==> src/sv/hcg_pkg.sv <==
// Shared types, constants and coefficient tables of the HSBC CSC coefficient generator.
package hcg_pkg;

    typedef enum logic [1:0] {
        CS_601_LIM  = 2'd0,
        CS_709_LIM  = 2'd1,
        CS_601_FULL = 2'd2,
        CS_709_FULL = 2'd3
    } cs_sel_t;

    typedef struct packed {
        logic              rgb;
        cs_sel_t           cs_sel;
        logic signed [7:0] br;
        logic [7:0]        ct;
        logic [7:0]        st;
        logic [5:0]        hu;
    } req_t;

    typedef struct packed {
        logic valid;
        req_t data;
    } req_xfer_t;

    localparam int HCG_QDEPTH = 2;
    localparam int HCG_QPTR_W = (HCG_QDEPTH > 1) ? $clog2(HCG_QDEPTH) : 1;
    localparam int HCG_QCNT_W = $clog2(HCG_QDEPTH + 1);

    localparam logic [6:0] PCT_MAX = 7'd100;
    localparam logic [3:0] COEF_LAST = 4'd11;
    localparam logic [1:0] ROW_LAST = 2'd2;
    localparam logic [1:0] COL_OFFSET = 2'd3;

    localparam logic signed [45:0] GAIN_MAX = 46'sd4095;
    localparam logic signed [45:0] GAIN_MIN = -46'sd4096;
    localparam logic signed [45:0] OFFS_MAX = 46'sd8091;
    localparam logic signed [45:0] OFFS_MIN = -46'sd8092;

    localparam logic signed [13:0] Y2R [4][3][4] = '{
        '{'{14'sd1192, 14'sd0, 14'sd1634, -14'sd3269},
          '{14'sd1192, -14'sd401, -14'sd833, 14'sd2467},
          '{14'sd1192, 14'sd2066, 14'sd0, -14'sd4131}},
        '{'{14'sd1192, 14'sd0, 14'sd1836, -14'sd3970},
          '{14'sd1192, -14'sd218, -14'sd546, 14'sd1230},
          '{14'sd1192, 14'sd2163, 14'sd0, -14'sd4624}},
        '{'{14'sd1024, 14'sd0, 14'sd1436, -14'sd2871},
          '{14'sd1024, -14'sd352, -14'sd731, 14'sd2167},
          '{14'sd1024, 14'sd1815, 14'sd0, -14'sd3629}},
        '{'{14'sd1024, 14'sd0, 14'sd1613, -14'sd3225},
          '{14'sd1024, -14'sd192, -14'sd479, 14'sd1342},
          '{14'sd1024, 14'sd1900, 14'sd0, -14'sd3800}}
    };

    localparam logic signed [18:0] R2Y [4][4] = '{
        '{19'sd218, 19'sd732, 19'sd74, 19'sd0},
        '{-19'sd116, -19'sd394, 19'sd512, 19'sd131072},
        '{19'sd512, -19'sd464, -19'sd46, 19'sd131072},
        '{19'sd0, 19'sd0, 19'sd0, 19'sd1024}
    };

    localparam logic signed [13:0] SINE_LUT [64] = '{
        -14'sd1985, -14'sd1922, -14'sd1859, -14'sd1795, -14'sd1731, -14'sd1665,
        -14'sd1600, -14'sd1534, -14'sd1467, -14'sd1400, -14'sd1333, -14'sd1265,
        -14'sd1197, -14'sd1129, -14'sd1060, -14'sd990, -14'sd921, -14'sd851,
        -14'sd781, -14'sd711, -14'sd640, -14'sd570, -14'sd499, -14'sd428,
        -14'sd356, -14'sd285, -14'sd214, -14'sd142, -14'sd71, 14'sd0,
        14'sd71, 14'sd142, 14'sd214, 14'sd285, 14'sd356, 14'sd428,
        14'sd499, 14'sd570, 14'sd640, 14'sd711, 14'sd781, 14'sd851,
        14'sd921, 14'sd990, 14'sd1060, 14'sd1129, 14'sd1197, 14'sd1265,
        14'sd1333, 14'sd1400, 14'sd1467, 14'sd1534, 14'sd1600, 14'sd1665,
        14'sd1731, 14'sd1795, 14'sd1859, 14'sd1922, 14'sd1985,
        14'sd0, 14'sd0, 14'sd0, 14'sd0, 14'sd0
    };

    localparam logic signed [13:0] COS_LUT [64] = '{
        14'sd3582, 14'sd3616, 14'sd3649, 14'sd3681, 14'sd3712, 14'sd3741,
        14'sd3770, 14'sd3797, 14'sd3823, 14'sd3848, 14'sd3872, 14'sd3895,
        14'sd3917, 14'sd3937, 14'sd3956, 14'sd3974, 14'sd3991, 14'sd4006,
        14'sd4020, 14'sd4033, 14'sd4045, 14'sd4056, 14'sd4065, 14'sd4073,
        14'sd4080, 14'sd4086, 14'sd4090, 14'sd4093, 14'sd4095, 14'sd4096,
        14'sd4095, 14'sd4093, 14'sd4090, 14'sd4086, 14'sd4080, 14'sd4073,
        14'sd4065, 14'sd4056, 14'sd4045, 14'sd4033, 14'sd4020, 14'sd4006,
        14'sd3991, 14'sd3974, 14'sd3956, 14'sd3937, 14'sd3917, 14'sd3895,
        14'sd3872, 14'sd3848, 14'sd3823, 14'sd3797, 14'sd3770, 14'sd3741,
        14'sd3712, 14'sd3681, 14'sd3649, 14'sd3616, 14'sd3582,
        14'sd0, 14'sd0, 14'sd0, 14'sd0, 14'sd0
    };

    // Division by 100 through a reciprocal; exact for x up to 18000.
    function automatic logic [7:0] div100(input logic [14:0] x);
        logic [27:0] p;
        p = 28'(x) * 28'(13'd5243);
        return p[26:19];
    endfunction

endpackage

==> src/sv/hcg_queue.sv <==
// Short request queue between the front end and the coefficient sequencer.
module hcg_queue (
    input  logic                 clk,
    input  logic                 rst_n,
    input  hcg_pkg::req_xfer_t   push,
    output logic                 push_ready,
    output hcg_pkg::req_xfer_t   head,
    input  logic                 pop
);

    hcg_pkg::req_t                   mem_reg [hcg_pkg::HCG_QDEPTH];
    logic [hcg_pkg::HCG_QPTR_W-1:0]  wr_ptr_reg;
    logic [hcg_pkg::HCG_QPTR_W-1:0]  wr_ptr_next;
    logic [hcg_pkg::HCG_QPTR_W-1:0]  rd_ptr_reg;
    logic [hcg_pkg::HCG_QPTR_W-1:0]  rd_ptr_next;
    logic [hcg_pkg::HCG_QCNT_W-1:0]  count_reg;
    logic [hcg_pkg::HCG_QCNT_W-1:0]  count_next;
    logic                            do_push;
    logic                            do_pop;

    localparam logic [hcg_pkg::HCG_QPTR_W-1:0] PTR_LAST =
        hcg_pkg::HCG_QPTR_W'(hcg_pkg::HCG_QDEPTH - 1);
    localparam logic [hcg_pkg::HCG_QCNT_W-1:0] CNT_FULL =
        hcg_pkg::HCG_QCNT_W'(hcg_pkg::HCG_QDEPTH);

    always_comb
    begin
        push_ready  = (count_reg != CNT_FULL);
        head.valid  = (count_reg != '0);
        head.data   = mem_reg[rd_ptr_reg];
        do_push     = push.valid && push_ready;
        do_pop      = pop && head.valid;
        wr_ptr_next = do_push ? ((wr_ptr_reg == PTR_LAST) ? '0 : wr_ptr_reg + 1'b1)
                              : wr_ptr_reg;
        rd_ptr_next = do_pop ? ((rd_ptr_reg == PTR_LAST) ? '0 : rd_ptr_reg + 1'b1)
                             : rd_ptr_reg;
        count_next  = count_reg;
        if (do_push && !do_pop)
        begin
            count_next = count_reg + 1'b1;
        end
        else if (do_pop && !do_push)
        begin
            count_next = count_reg - 1'b1;
        end
    end

    always_ff @(posedge clk or negedge rst_n)
    begin
        if (!rst_n)
        begin
            wr_ptr_reg <= '0;
            rd_ptr_reg <= '0;
            count_reg  <= '0;
        end
        else
        begin
            wr_ptr_reg <= wr_ptr_next;
            rd_ptr_reg <= rd_ptr_next;
            count_reg  <= count_next;
        end
    end

    always_ff @(posedge clk)
    begin
        if (do_push)
        begin
            mem_reg[wr_ptr_reg] <= push.data;
        end
    end

endmodule

==> config.mk <==
export PLATFORM = sky130hd
export DESIGN_NAME = hcg_queue
export DESIGN_NICKNAME = d
export VERILOG_FILES = /design/src/sv/hcg_pkg.sv /design/src/sv/hcg_queue.sv
export SDC_FILE = /design/constraint.sdc
export NUM_CORES = 1
export LEC_CHECK = 0
export ABC_AREA = 1
export BUFFER_PORTS_ARGS = -buffer_cell sky130_fd_sc_hd__buf_2
export CAP_MARGIN = 10
export CORE_UTILIZATION = 40
export CTS_CLUSTER_SIZE = 12
export DETAILED_ROUTE_END_ITERATION = 10
export SKIP_LAST_GASP = 1
export SLEW_MARGIN = 30
export SYNTH_ARGS = -nofsm -noshare
export SYNTH_HDL_FRONTEND = slang
export SYNTH_SLANG_ARGS = --single-unit
==> constraint.sdc <==
create_clock -name clk -period 3.13 [get_ports clk]
set_clock_uncertainty 0.05 [all_clocks]
set_input_delay 0.313 -clock clk [delete_from_list [all_inputs] [get_ports clk]]
set_output_delay 0.313 -clock clk [all_outputs]
set_load 0.01 [all_outputs]
Word-level counts from Yosys, hierarchy flattened. Memory sizes are Yosys's and may differ from the RTL's. Cells that the tools add are included.

Divide/modulo/power cells: 0. Reduce and logical (&&, ||, !) cells: 8. Multipliers: 0. Mux-type cells: 6. Shift-type cells: 0. Eq/ne operators: 1. Bitwise operators: 0. $add $sub $neg: 4. $lt $le $gt $ge: 0.

Operators with widths (count): 1-bit logical AND (4); 1-bit two-way mux (4); 2-bit two-way mux (2); 2-bit nonzero test (2); 1-bit adder (second input constant) (2); 2-bit by 1-bit adder with 2-bit output (second input constant) (1); 1-bit logical NOT (2); 2-bit != test (second input constant) (1); 2-bit by 1-bit subtractor with 2-bit output (second input constant) (1).

ROM bits: 0. Output and inout port bits: 35. Bits in writable memories: 66. Bits of input ports: 37. Flip-flop bits (word level): 4. Bits in latches: 0. Memories kept: 1.

Memories: mem_reg (words 2, width 33, rd ports 1, clocked after memory_dff 0, wr ports 1, line hcg_queue.sv:11) `hcg_pkg::req_t mem_reg [hcg_pkg::HCG_QDEPTH];`.

Logic depth before layout (Yosys ltp).
Depth in word-level cells: 6. Mapped depth: 10. Gate-level depth less buffers: 10.

Worst setup path before layout. Ideal clock, no wire load.

Path type: reg2reg. Start: reg count_reg[0] (netlist bit). End: mem mem_reg[0][0] (netlist bit), enable pin. Path slack: 0.674 ns. Path buffers: 0. Clock period less this slack: 2.456 ns. Arrival: 1.982 ns. Setup time: 0.423 ns. Data required time: 2.657 ns. Cell stages (with the launch flop): 5. Cell sequence: dfrtp_1 > inv_2 > nand2_4 > nand2_4 > nor2_1.

Word-level cells in the longest chain between the ends: 4.

RTL lines: start: declaration (line hcg_queue.sv:16) `logic [hcg_pkg::HCG_QCNT_W-1:0] count_reg;`; start signal: assignment (line hcg_queue.sv:60) `count_reg <= count_next;`; 2-bit != test (line hcg_queue.sv:28) `push_ready = (count_reg != CNT_FULL);`; via push_ready (line hcg_queue.sv:6) `output logic push_ready,`; 1-bit logical AND (line hcg_queue.sv:31) `do_push = push.valid && push_ready;`; 1-bit two-way mux (line hcg_queue.sv:66) `if (do_push)`; 1-bit two-way mux (implied by the code) (line hcg_queue.sv:68) `mem_reg[wr_ptr_reg] <= push.data;`; end: declaration (line hcg_queue.sv:11).

The timed path passes the listed nets, and every way through them passes these cells.

==> reports/qor.txt <==
data arrival at the endpoint of the critical path -> 1.85 ns
clk slew on worst S/H paths -> 0.07 ns
Net Count, Synth -> 239
std cell rows -> 29
Die Span Y -> 84.22 um
Final Total Pwr -> 0.003173 W
DR DRC count -> 10
total count of max-transition violations in the final report -> 0
starting density of the core -> 42.10%
Final Hold Viols -> 0
detailed-route vias per instance -> 4.456
Synth top area share -> 73.30%
via count of the first global-routing pass -> 1,602
fraction of final layout cells sized beyond drive strength 1 -> 37.89%
count of routing violations after the opening detailed-route iteration -> 76
Clock H-tree levels -> 3
mean post-synth cell area -> 13.45 sq um
required arrival time at the worst endpoint -> 2.77 ns
via count -> 1,613
worst vdd rail ir drop -> 0.0004364 V
Final #Nets -> 318
Chip Width -> 84.22 um
Total Routed Length -> 4584 um
Num CTS Buffers -> 9
number of antenna violations at the first check in global routing -> 0
Core Box Area -> 0.006422 sq mm
setup repair after global routing missed its margin -> no
mapped cell area -> 0.002704 sq mm
FILL cells -> 552
power density cells -> 943.5 mW/mm^2
Critical Path Source Type -> flop
most used cells in the layout excluding fill and tap cells -> 95 x sky130_fd_sc_hd__nand2_1, 71 x sky130_fd_sc_hd__buf_2, 66 x sky130_fd_sc_hd__edfxtp_1
wire length of the first global-routing pass -> 7493 um
total gr overflow -> 0
average wire per standard cell -> 12.66 um
maximum number of pins on one net before global-route repair -> 35
critical path's slowest cell -> sky130_fd_sc_hd__dfrtp_1
actual slew at the worst max-slew pin -> 0.7901 ns
maximum clock frequency -> 451.8 MHz
Non-Filler Instances -> 362
top post-synthesis cells by area -> sky130_fd_sc_hd__edfxtp_1 73%, sky130_fd_sc_hd__nand2_1 13%, sky130_fd_sc_hd__dfrtp_1 3.7%
Syn Inst Count -> 201
peak fanout along the critical path -> 20
critical path's most frequent cell -> sky130_fd_sc_hd__nand2_1
remaining max-slew budget at the tightest pin -> 47.32%
Switching Fraction -> 33.78%
Clock Latency Late Sink -> 0.33 ns
Crit path largest cell delay -> 0.86 ns
Pint -> 0.002101 W
Diodes inserted -> 0
number of buffers on the longest clock path -> 2
Post-DP HPWL -> 2964 um
boundary pin count -> 72
antenna viol nets, final -> 0
setup TNS after final layout -> 0 ns
critical path start-end classification -> flop to output port
failing checks -> design-rule violations
part of the Yosys area used for sequential elements -> 77.00%
register bit total from synthesis -> 70
cell at the root of the clock tree -> sky130_fd_sc_hd__clkbuf_8
leakage -> 1.465 nW
Max Cap Violations -> 0
Synthesis Warnings -> 0
distinct cell type count of the synthesized netlist -> 17
Comb power frac -> 32.4%
share of total power in sequential cells -> 43.9%
nature of the critical path endpoint -> output port
Yosys top cell by area -> sky130_fd_sc_hd__edfxtp_1
die footprint -> 0.007092 sq mm
ratio of final minimum period to clock period -> 70.71%
outcome -> finished with violations
placed cell count -> 343
list of cells traversed by the critical path -> buf_4 > nand2_1 > nand2_1 > buf_2
GRT Util Overall -> 14.23%
clock network power share -> 23.7%
most common cell after layout, fill and taps aside -> sky130_fd_sc_hd__nand2_1
minimum period implied by the final worst setup slack -> 2.213 ns
final estimated routing congestion in global placement -> 0.6834
First-pass DRT Iterations -> 7
Min-Delay Path Class -> input port to flop
clock sink total -> 70
Final setup violation count -> 0
total of buffers placed on input and output ports -> 71
clock tree from TritonCTS -> built
NetSw -> 0.001072 W
max reg flops -> 66
layout overhead on the synthesized area -> 24.39%
synthesized netlist by cell type (all sizes together):
master  count
buf         7
nand4       1
nor2        2
edfxtp     66
dfrtp       4
ha          1
xor2        1
nand3       2
inv         7
xnor2       1
nand2     109
layout make-up:
type	count	area [sq um]	area share, %
clock buffer	9	123.9	3.683
clock inverter	7	88.84	2.641
inverter	7	33.78	1.004
multi-input combinational	117	523.0	15.55
sequential	70	2082	61.90
tap	77	96.34	2.865
timing repair buffer	75	415.4	12.35
routing by layer:
layer | vias up | global-route usage, % | wire [um]
met5 | - | 0 | 0
met4 | 0 | 8.150 | 104
met3 | 11 | 4.130 | 335
met2 | 55 | 21.24 | 2033
met1 | 722 | 18.73 | 2111
li1 | 825 | - | -
through the flow:
step | hold slack [ns] | cell area, sq um | util [%] | setup WS (ns)
CTS | 0.09974 | 3321 | 51.70 | 0.8791
global route | 0.1029 | 3363 | 52.37 | 0.7727
detailed placement | 0.07811 | 3098 | 48.24 | 1.260
global placement | 0.07823 | 3098 | 48.24 | 1.279
floorplan | -0.03259 | 2704 | - | 0.6745
finish | 0.1168 | 3363 | 52.37 | 0.9167
power by group through the flow:
stage	clock [W]	combinational [W]	sequential, W
5_1_grt	0.000817	0.00115	0.00142
3_3_place_gp	0	0.00100	0.00142
6_report	0.000753	0.00103	0.00139
4_1_cts	0.000775	0.00101	0.00140
3_5_place_dp	0	0.00100	0.00142
2_1_floorplan	0	0.000733	0.00137
critical path, delay by kind of cell (launching register included):
family | cells | cell delay, ns
flip-flops | 1 | 0.86
AND/OR/NAND/NOR | 2 | 0.18
buffers and inverters | 2 | 0.48
repair_timing:
action / 4_1_cts / 5_1_grt
resized for setup: 0 / 0
hold endpoints to repair: 4 / 0
setup buffers: 0 / 0
hold buffers: 1 / 0
kinds of logic after synthesis:
logic type	synth area share [%]
fa+ha+maj	0.4627
xor+xnor	0.6480
flops	77.00
buf+inv	4.211
simple gates	17.68
path summary, 6_finish.rpt:
check	from	end	slack, ns	cells past startpoint
worst max-delay path	rd_ptr_reg	head[17]	0.92	4
worst min-delay path	push[27]	mem_reg[0][27]	0.12	1
worst max register to register	count_reg[0]	mem_reg[0][19]	1.44	5
worst min register to register	count_reg[0]	count_reg[0]	0.47	1
max in group asynchronous	rst_n	count_reg[1]	2.64	2
min in group asynchronous	rst_n	wr_ptr_reg	0.27	2
Note: power is estimated with default switching activity, not from simulation.
