**src/sv/hcg_pkg.sv**
```systemverilog
// Shared types, constants and coefficient tables of the HSBC CSC coefficient generator.
package hcg_pkg;

    typedef enum logic [1:0] {
        CS_601_LIM  = 2'd0,
        CS_709_LIM  = 2'd1,
        CS_601_FULL = 2'd2,
        CS_709_FULL = 2'd3
    } cs_sel_t;

    typedef struct packed {
        logic              rgb;
        cs_sel_t           cs_sel;
        logic signed [7:0] br;
        logic [7:0]        ct;
        logic [7:0]        st;
        logic [5:0]        hu;
    } req_t;

    typedef struct packed {
        logic valid;
        req_t data;
    } req_xfer_t;

    localparam int HCG_QDEPTH = 2;
    localparam int HCG_QPTR_W = (HCG_QDEPTH > 1) ? $clog2(HCG_QDEPTH) : 1;
    localparam int HCG_QCNT_W = $clog2(HCG_QDEPTH + 1);

    localparam logic [6:0] PCT_MAX = 7'd100;
    localparam logic [3:0] COEF_LAST = 4'd11;
    localparam logic [1:0] ROW_LAST = 2'd2;
    localparam logic [1:0] COL_OFFSET = 2'd3;

    localparam logic signed [45:0] GAIN_MAX = 46'sd4095;
    localparam logic signed [45:0] GAIN_MIN = -46'sd4096;
    localparam logic signed [45:0] OFFS_MAX = 46'sd8091;
    localparam logic signed [45:0] OFFS_MIN = -46'sd8092;

    localparam logic signed [13:0] Y2R [4][3][4] = '{
        '{'{14'sd1192, 14'sd0, 14'sd1634, -14'sd3269},
          '{14'sd1192, -14'sd401, -14'sd833, 14'sd2467},
          '{14'sd1192, 14'sd2066, 14'sd0, -14'sd4131}},
        '{'{14'sd1192, 14'sd0, 14'sd1836, -14'sd3970},
          '{14'sd1192, -14'sd218, -14'sd546, 14'sd1230},
          '{14'sd1192, 14'sd2163, 14'sd0, -14'sd4624}},
        '{'{14'sd1024, 14'sd0, 14'sd1436, -14'sd2871},
          '{14'sd1024, -14'sd352, -14'sd731, 14'sd2167},
          '{14'sd1024, 14'sd1815, 14'sd0, -14'sd3629}},
        '{'{14'sd1024, 14'sd0, 14'sd1613, -14'sd3225},
          '{14'sd1024, -14'sd192, -14'sd479, 14'sd1342},
          '{14'sd1024, 14'sd1900, 14'sd0, -14'sd3800}}
    };

    localparam logic signed [18:0] R2Y [4][4] = '{
        '{19'sd218, 19'sd732, 19'sd74, 19'sd0},
        '{-19'sd116, -19'sd394, 19'sd512, 19'sd131072},
        '{19'sd512, -19'sd464, -19'sd46, 19'sd131072},
        '{19'sd0, 19'sd0, 19'sd0, 19'sd1024}
    };

    localparam logic signed [13:0] SINE_LUT [64] = '{
        -14'sd1985, -14'sd1922, -14'sd1859, -14'sd1795, -14'sd1731, -14'sd1665,
        -14'sd1600, -14'sd1534, -14'sd1467, -14'sd1400, -14'sd1333, -14'sd1265,
        -14'sd1197, -14'sd1129, -14'sd1060, -14'sd990, -14'sd921, -14'sd851,
        -14'sd781, -14'sd711, -14'sd640, -14'sd570, -14'sd499, -14'sd428,
        -14'sd356, -14'sd285, -14'sd214, -14'sd142, -14'sd71, 14'sd0,
        14'sd71, 14'sd142, 14'sd214, 14'sd285, 14'sd356, 14'sd428,
        14'sd499, 14'sd570, 14'sd640, 14'sd711, 14'sd781, 14'sd851,
        14'sd921, 14'sd990, 14'sd1060, 14'sd1129, 14'sd1197, 14'sd1265,
        14'sd1333, 14'sd1400, 14'sd1467, 14'sd1534, 14'sd1600, 14'sd1665,
        14'sd1731, 14'sd1795, 14'sd1859, 14'sd1922, 14'sd1985,
        14'sd0, 14'sd0, 14'sd0, 14'sd0, 14'sd0
    };

    localparam logic signed [13:0] COS_LUT [64] = '{
        14'sd3582, 14'sd3616, 14'sd3649, 14'sd3681, 14'sd3712, 14'sd3741,
        14'sd3770, 14'sd3797, 14'sd3823, 14'sd3848, 14'sd3872, 14'sd3895,
        14'sd3917, 14'sd3937, 14'sd3956, 14'sd3974, 14'sd3991, 14'sd4006,
        14'sd4020, 14'sd4033, 14'sd4045, 14'sd4056, 14'sd4065, 14'sd4073,
        14'sd4080, 14'sd4086, 14'sd4090, 14'sd4093, 14'sd4095, 14'sd4096,
        14'sd4095, 14'sd4093, 14'sd4090, 14'sd4086, 14'sd4080, 14'sd4073,
        14'sd4065, 14'sd4056, 14'sd4045, 14'sd4033, 14'sd4020, 14'sd4006,
        14'sd3991, 14'sd3974, 14'sd3956, 14'sd3937, 14'sd3917, 14'sd3895,
        14'sd3872, 14'sd3848, 14'sd3823, 14'sd3797, 14'sd3770, 14'sd3741,
        14'sd3712, 14'sd3681, 14'sd3649, 14'sd3616, 14'sd3582,
        14'sd0, 14'sd0, 14'sd0, 14'sd0, 14'sd0
    };

    // Division by 100 through a reciprocal; exact for x up to 18000.
    function automatic logic [7:0] div100(input logic [14:0] x);
        logic [27:0] p;
        p = 28'(x) * 28'(13'd5243);
        return p[26:19];
    endfunction

endpackage

```
**src/sv/hcg_req_if.sv**
```systemverilog
// Request channel carrying one set of picture adjustment settings.
interface hcg_req_if;
    logic       valid;
    logic       ready;
    logic       rgb_input;
    logic [2:0] csc_standard;
    logic [6:0] brightness;
    logic [6:0] contrast_level;
    logic [6:0] saturation_level;
    logic [6:0] hue_level;

    modport source(output valid, rgb_input, csc_standard, brightness, contrast_level,
                   saturation_level, hue_level, input ready);
    modport sink(input valid, rgb_input, csc_standard, brightness, contrast_level,
                 saturation_level, hue_level, output ready);
endinterface

```
**src/sv/hcg_front.sv**
```systemverilog
// Request front end: clamps and scales the settings and selects the output matrix.
module hcg_front (
    hcg_req_if.sink          req,
    input  logic             push_ready,
    output hcg_pkg::req_xfer_t push
);

    logic [6:0]  br_pct;
    logic [6:0]  ct_pct;
    logic [6:0]  st_pct;
    logic [6:0]  hu_pct;
    logic [7:0]  br_q;
    logic [7:0]  ct_q;
    logic [7:0]  st_q;
    logic [7:0]  hu_q;
    logic signed [8:0] br_s;

    always_comb
    begin
        br_pct = (req.brightness > hcg_pkg::PCT_MAX) ? hcg_pkg::PCT_MAX : req.brightness;
        ct_pct = (req.contrast_level > hcg_pkg::PCT_MAX) ? hcg_pkg::PCT_MAX
                                                          : req.contrast_level;
        st_pct = (req.saturation_level > hcg_pkg::PCT_MAX) ? hcg_pkg::PCT_MAX
                                                            : req.saturation_level;
        hu_pct = (req.hue_level > hcg_pkg::PCT_MAX) ? hcg_pkg::PCT_MAX : req.hue_level;

        br_q = hcg_pkg::div100(15'(br_pct) << 7);
        ct_q = hcg_pkg::div100(15'(ct_pct) * 15'd180);
        st_q = hcg_pkg::div100(15'(st_pct) << 7);
        hu_q = hcg_pkg::div100(15'(hu_pct) * 15'd58);
        br_s = $signed({1'b0, br_q}) - 9'sd64;

        push.valid       = req.valid;
        push.data.rgb    = req.rgb_input;
        unique case (req.csc_standard)
            3'd1:    push.data.cs_sel = hcg_pkg::CS_709_LIM;
            3'd2:    push.data.cs_sel = hcg_pkg::CS_601_FULL;
            3'd3:    push.data.cs_sel = hcg_pkg::CS_709_FULL;
            default: push.data.cs_sel = hcg_pkg::CS_601_LIM;
        endcase
        push.data.br = br_s[7:0];
        push.data.ct = ct_q + 8'd38;
        push.data.st = st_q + 8'd64;
        push.data.hu = hu_q[5:0];
    end

    assign req.ready = push_ready;

endmodule

```
**src/flat_wrapper.sv**
```systemverilog
// flat-port wrapper written by rule: the top's interface ports become plain ports
module hcg_front_flat 
  (push_ready, push, req_valid, req_rgb_input, req_csc_standard, req_brightness, req_contrast_level, req_saturation_level, req_hue_level, req_ready);
  hcg_req_if req_i ();
  input  logic push_ready;
  output hcg_pkg::req_xfer_t push;
  input wire logic [$bits(req_i.valid)-1:0] req_valid;
  input wire logic [$bits(req_i.rgb_input)-1:0] req_rgb_input;
  input wire logic [$bits(req_i.csc_standard)-1:0] req_csc_standard;
  input wire logic [$bits(req_i.brightness)-1:0] req_brightness;
  input wire logic [$bits(req_i.contrast_level)-1:0] req_contrast_level;
  input wire logic [$bits(req_i.saturation_level)-1:0] req_saturation_level;
  input wire logic [$bits(req_i.hue_level)-1:0] req_hue_level;
  output wire logic [$bits(req_i.ready)-1:0] req_ready;
  assign req_i.valid = req_valid;
  assign req_i.rgb_input = req_rgb_input;
  assign req_i.csc_standard = req_csc_standard;
  assign req_i.brightness = req_brightness;
  assign req_i.contrast_level = req_contrast_level;
  assign req_i.saturation_level = req_saturation_level;
  assign req_i.hue_level = req_hue_level;
  assign req_ready = req_i.ready;
  hcg_front u_core (.req(req_i), .push_ready(push_ready), .push(push));
endmodule
```
**config.mk**
```make
export PLATFORM = sky130hd
export DESIGN_NAME = hcg_front_flat
export DESIGN_NICKNAME = d
export VERILOG_FILES = /design/src/sv/hcg_pkg.sv /design/src/sv/hcg_req_if.sv /design/src/sv/hcg_front.sv /design/src/flat_wrapper.sv
export SDC_FILE = /design/constraint.sdc
export NUM_CORES = 1
export LEC_CHECK = 0
export BUFFER_PORTS_ARGS = -buffer_cell sky130_fd_sc_hd__buf_2
export CORE_AREA = 3 3 166 168
export DETAILED_ROUTE_END_ITERATION = 10
export DIE_AREA = 0 0 169 171
export SYNTH_ARGS = -nofsm -noshare
export SYNTH_HDL_FRONTEND = slang
export SYNTH_SLANG_ARGS = --single-unit
```
**constraint.sdc**
```tcl
create_clock -name vclk -period 26.5
set_clock_uncertainty 0.2 [all_clocks]
set_input_delay 3.975 -clock vclk [all_inputs]
set_output_delay 3.975 -clock vclk [all_outputs]
set_load 0.1 [all_outputs]
```
* Yosys cells after proc, flatten, opt, wreduce, memory -nomap -nowiden
Index checks and enable logic that the tools add are counted.
** Storage, ports and cells
- Register bits after elaboration :: 0
- Bits of input ports :: 34
** Cells by class
- Order comparisons :: 4
- Multiply operators :: 6
- Equal/unequal tests :: 3
- Muxes and demuxes :: 5
- Add/sub/neg operators :: 3
** Operators with widths (count)
- multiplier 7 x 13 -> 20 bit (second input constant) :: 2
- > comparator 7 bit (second input constant) :: 4
- 2-to-1 mux 7 bit :: 4
- multiplier 13 x 13 -> 25 bit (second input constant) :: 1
- multiplier 12 x 13 -> 24 bit (second input constant) :: 1
- multiplier 7 x 6 -> 13 bit (second input constant) :: 1
- multiplier 7 x 5 -> 12 bit (second input constant) :: 1
- adder 8 x 6 -> 8 bit (second input constant) :: 1
- adder 8 x 7 -> 8 bit (second input constant) :: 1
- subtractor 8 x 7 -> 8 bit (second input constant) :: 1
- equality test 3 x 2 -> 1 bit (second input constant) :: 2
- one-hot mux 2 bit (3 select lines) :: 1
- equality test 3 x 1 -> 1 bit (second input constant) :: 1

* Depth between registers and ports, before layout
- Word-level depth :: 5
- Gate-level depth with buffers :: 39

* Least setup slack after synthesis
No wires, ideal clock.
- Kind :: input port to output port
- Start :: input port req_contrast_level[0]
- End :: output port push[21] in the netlist's numbering
- Required time :: 22325 ps
- Setup slack :: 7883 ps
- Path buffers :: 0
- Stages on the path :: 36
- Arrival time :: 14442 ps
- Path through :: o21ai_0 > a21oi_1 > nand2b_1 > inv_1 > ha_1 > inv_1 > fa_1 > fa_1 > inv_1 > ha_1 > a21oi_1 > nor2_1 > nor2_1 > o21ai_0 > or2_2 > xor2_1 > ha_1 > fa_1 > fa_1 > inv_1 > fa_1 > fa_1 > inv_1 > ha_1 > and4_4 > a221o_1 > a21o_1 > a21o_1 > o21ai_0 > nand2_1 > ha_1 > a21oi_1 > nand2_1 > o211ai_1 > o211ai_1 > xnor2_1
** RTL lines
- start: declaration :: RTL line flat_wrapper.sv:11 : input wire logic [$bits(req_i.contrast_level)-1:0] req_contrast_level;
- end: declaration :: RTL line flat_wrapper.sv:6 : output hcg_pkg::req_xfer_t push;

==> summary.txt <==
STA
  • Max transition margin: 0.313
  • Slew @ Worst Pin: a little over 1 ns
  • Setup Viol. Count Final: 0
  • RSZ-0062 raised after global routing: no
  • Fmax: 56.6 MHz
  • Fin crit period: 17.68 ns
  • Final period utilization: 0.667
  • Fin. max-slew vios: 0
  • Final setup TNS: 0 ns
  • Fin. Hold Viols: 0

Global route
  • Largest net degree at the start of global routing: 10
  • Met3 GRT Util: 0.00531
  • Tot GR Track Use: 0.139
  • Initial antenna violation count: 0
  • Met1 capacity usage during global routing: 0.205
  • Most Crowded Layer GR: met2
  • Met2 track demand over resource: 0.238
  • Congestion Overflow GR: 0
  • Vias in the first global route: roughly 7,600
  • Global-route wire length before repair: 34,500 um

Synthesis
  • Avg Inst Size Synth: 9.14 um^2
  • Yosys warnings: 0
  • Cell area after synthesis: around 10,000 um^2
  • Syn Nets: 1,632
  • Sequential element share of the synthesized area: 0
  • Yosys cell types: 52
  • Gate Count Post-Synth: 1,135

Layout
  • Area Growth Syn to Fin: 6.49%
  • Finished Layout Cells: 1,520
  • Number of flip-flops and latches: 0
  • Antenna Diode Count: 0
  • Post-layout util: 0.424
  • Final Net Count: 1,684
  • Fillcell total: 2,608
  • Number of clock-tree buffers in the layout: 0
  • Fraction of layout cells with a size suffix above 1: 0.0700
  • Register area: 0 um^2

Die
  • Die H: 171 um
  • Die ar.: 28,900 um^2
  • Die W: 169 um
  • FP Rows: 59
  • Core Footprint: about 26,000 um^2
  • Starting density of the core: 0.398
  • Number of top-level pins: 69

Placement
  • Placer Congestion: 0.827
  • Dpl cells: 1,520
  • DP HPWL: ~18,000 um
  • IO buf count: 63

Setup path
  • Crit-path most repeated cell: fa_1
  • Crit path arrival time: 13.50 ns
  • Endpoint class of the critical path: primary output
  • Startpoint types: input port
  • Crit path max fanout: 7
  • Max stage delay cell, worst path: xor2_1
  • Critical path class: in -> out
  • CP required: 22.32 ns
  • Max incr delay on CP: 0.60 ns

Route
  • Via Count: 7,149
  • Post-route antenna net violation count: 0
  • Post-Route WL: between 15,000 and 20,000 um
  • Routed WL per cell: 12.3 um
  • Initial DRT Pass Iterations: 6
  • Number of DRC markers in iteration 0: 180
  • Vias per cell: roughly 4.7
  • Post-route DRC violation count: 0

CTS
  • Post-CTS setup buffers: 0
  • Cts repair resizes: 0
  • CTS Hold Bufs: 0

Status
  • Status: finished clean

Worst hold path
  • Min-Delay Path Class: in -> out

Run
  • Max-Cap Viols: 0
[kinds of logic (layout without fill, tap and decap cells)]
kind of cell,count (synthesis),after routing,synth area share
AND/OR/NAND/NOR,140,140,0.0685
multiplexers,3,3,0.00290
adder cells (fa/ha/maj),463,463,0.666
XOR/XNOR,54,54,0.0456
AO/OA/AOI/OAI,123,123,0.0885
buffers and inverters,352,402,0.129
[stage by stage]
step,hold WS [ns],instance area [um^2],setup WS [ns]
2_1_floorplan,7.96,10400,7.88
3_3_place_gp,7.75,11000,8.98
3_5_place_dp,7.75,11000,8.82
4_1_cts,7.75,11000,8.78
5_1_grt,7.75,11000,8.06
6_report,7.75,11000,8.82
[per-layer routing]
layer,share of wire,vias up
met5,0,-
met4,0.0062,0
met3,0.023,12
met2,0.45,67
met1,0.52,3359
li1,-,3711
[critical path: cells and delay by family]
| kind | cells | cell delay (ns) |
|---|---|---|
| buffers and inverters | 6 | 0.78 |
| XOR/XNOR | 2 | 0.75 |
| adder cells (fa/ha/maj) | 11 | 4.76 |
| AO/OA/AOI/OAI | 11 | 1.91 |
| AND/OR/NAND/NOR | 7 | 1.34 |
[worst paths after layout]
path                   from       end  slack [ns]  depth (start not counted)
max   req_contrast_level[1]  push[21]        8.82                         37
min           req_rgb_input  push[32]        7.75                          0
[layout by cell type (no fill, tap or decap), types with 3 or more instances in the layout]
master and instances:
inv_1 339, nand2_1 28, o21a_1 12, ha_1 315, o21bai_1 6, nand2b_1 8
nand3_1 8, xnor2_1 41, xor2_1 13, and4_4 3, a21o_1 19, nor3_1 9
nand4_1 4, fa_1 148, mux2i_1 3, buf_2 63, nor2_1 45, or2_2 8
a211oi_1 3, and2_1 8, a21oi_1 34, o21ai_0 14, nor2b_1 6, and4_1 4
or3_1 3, o211ai_1 4, and3_1 3
[cell usage after synthesis (all sizes together), types with 7 or more instances]
library cell  count  area [um^2]
or2               8         50.1
nor2             45          169
nand2b            8         50.1
ha              315         3940
nor3              9         45.0
xnor2            41          359
clkbuf            9         33.8
a21oi            34          170
fa              148         2960
nand3             8         40.0
nand2            28          105
a21o             19          143
o21a             12         90.1
and4              7         68.8
inv             339         1270
and2              8         50.1
xor2             13          114
o21ai            15         75.1
[layout make-up]
class / count / area, um^2 / area share
inverters: 339 / 1270 / 0.115
well taps: 335 / 419 / 0.0380
multi-input cells: 783 / 9030 / 0.818
repair buffers: 63 / 315 / 0.0286
Power is left out: the tool's default activity adds up to more than one toggle a clock period on the data nets, which glitch-free logic cannot reach.
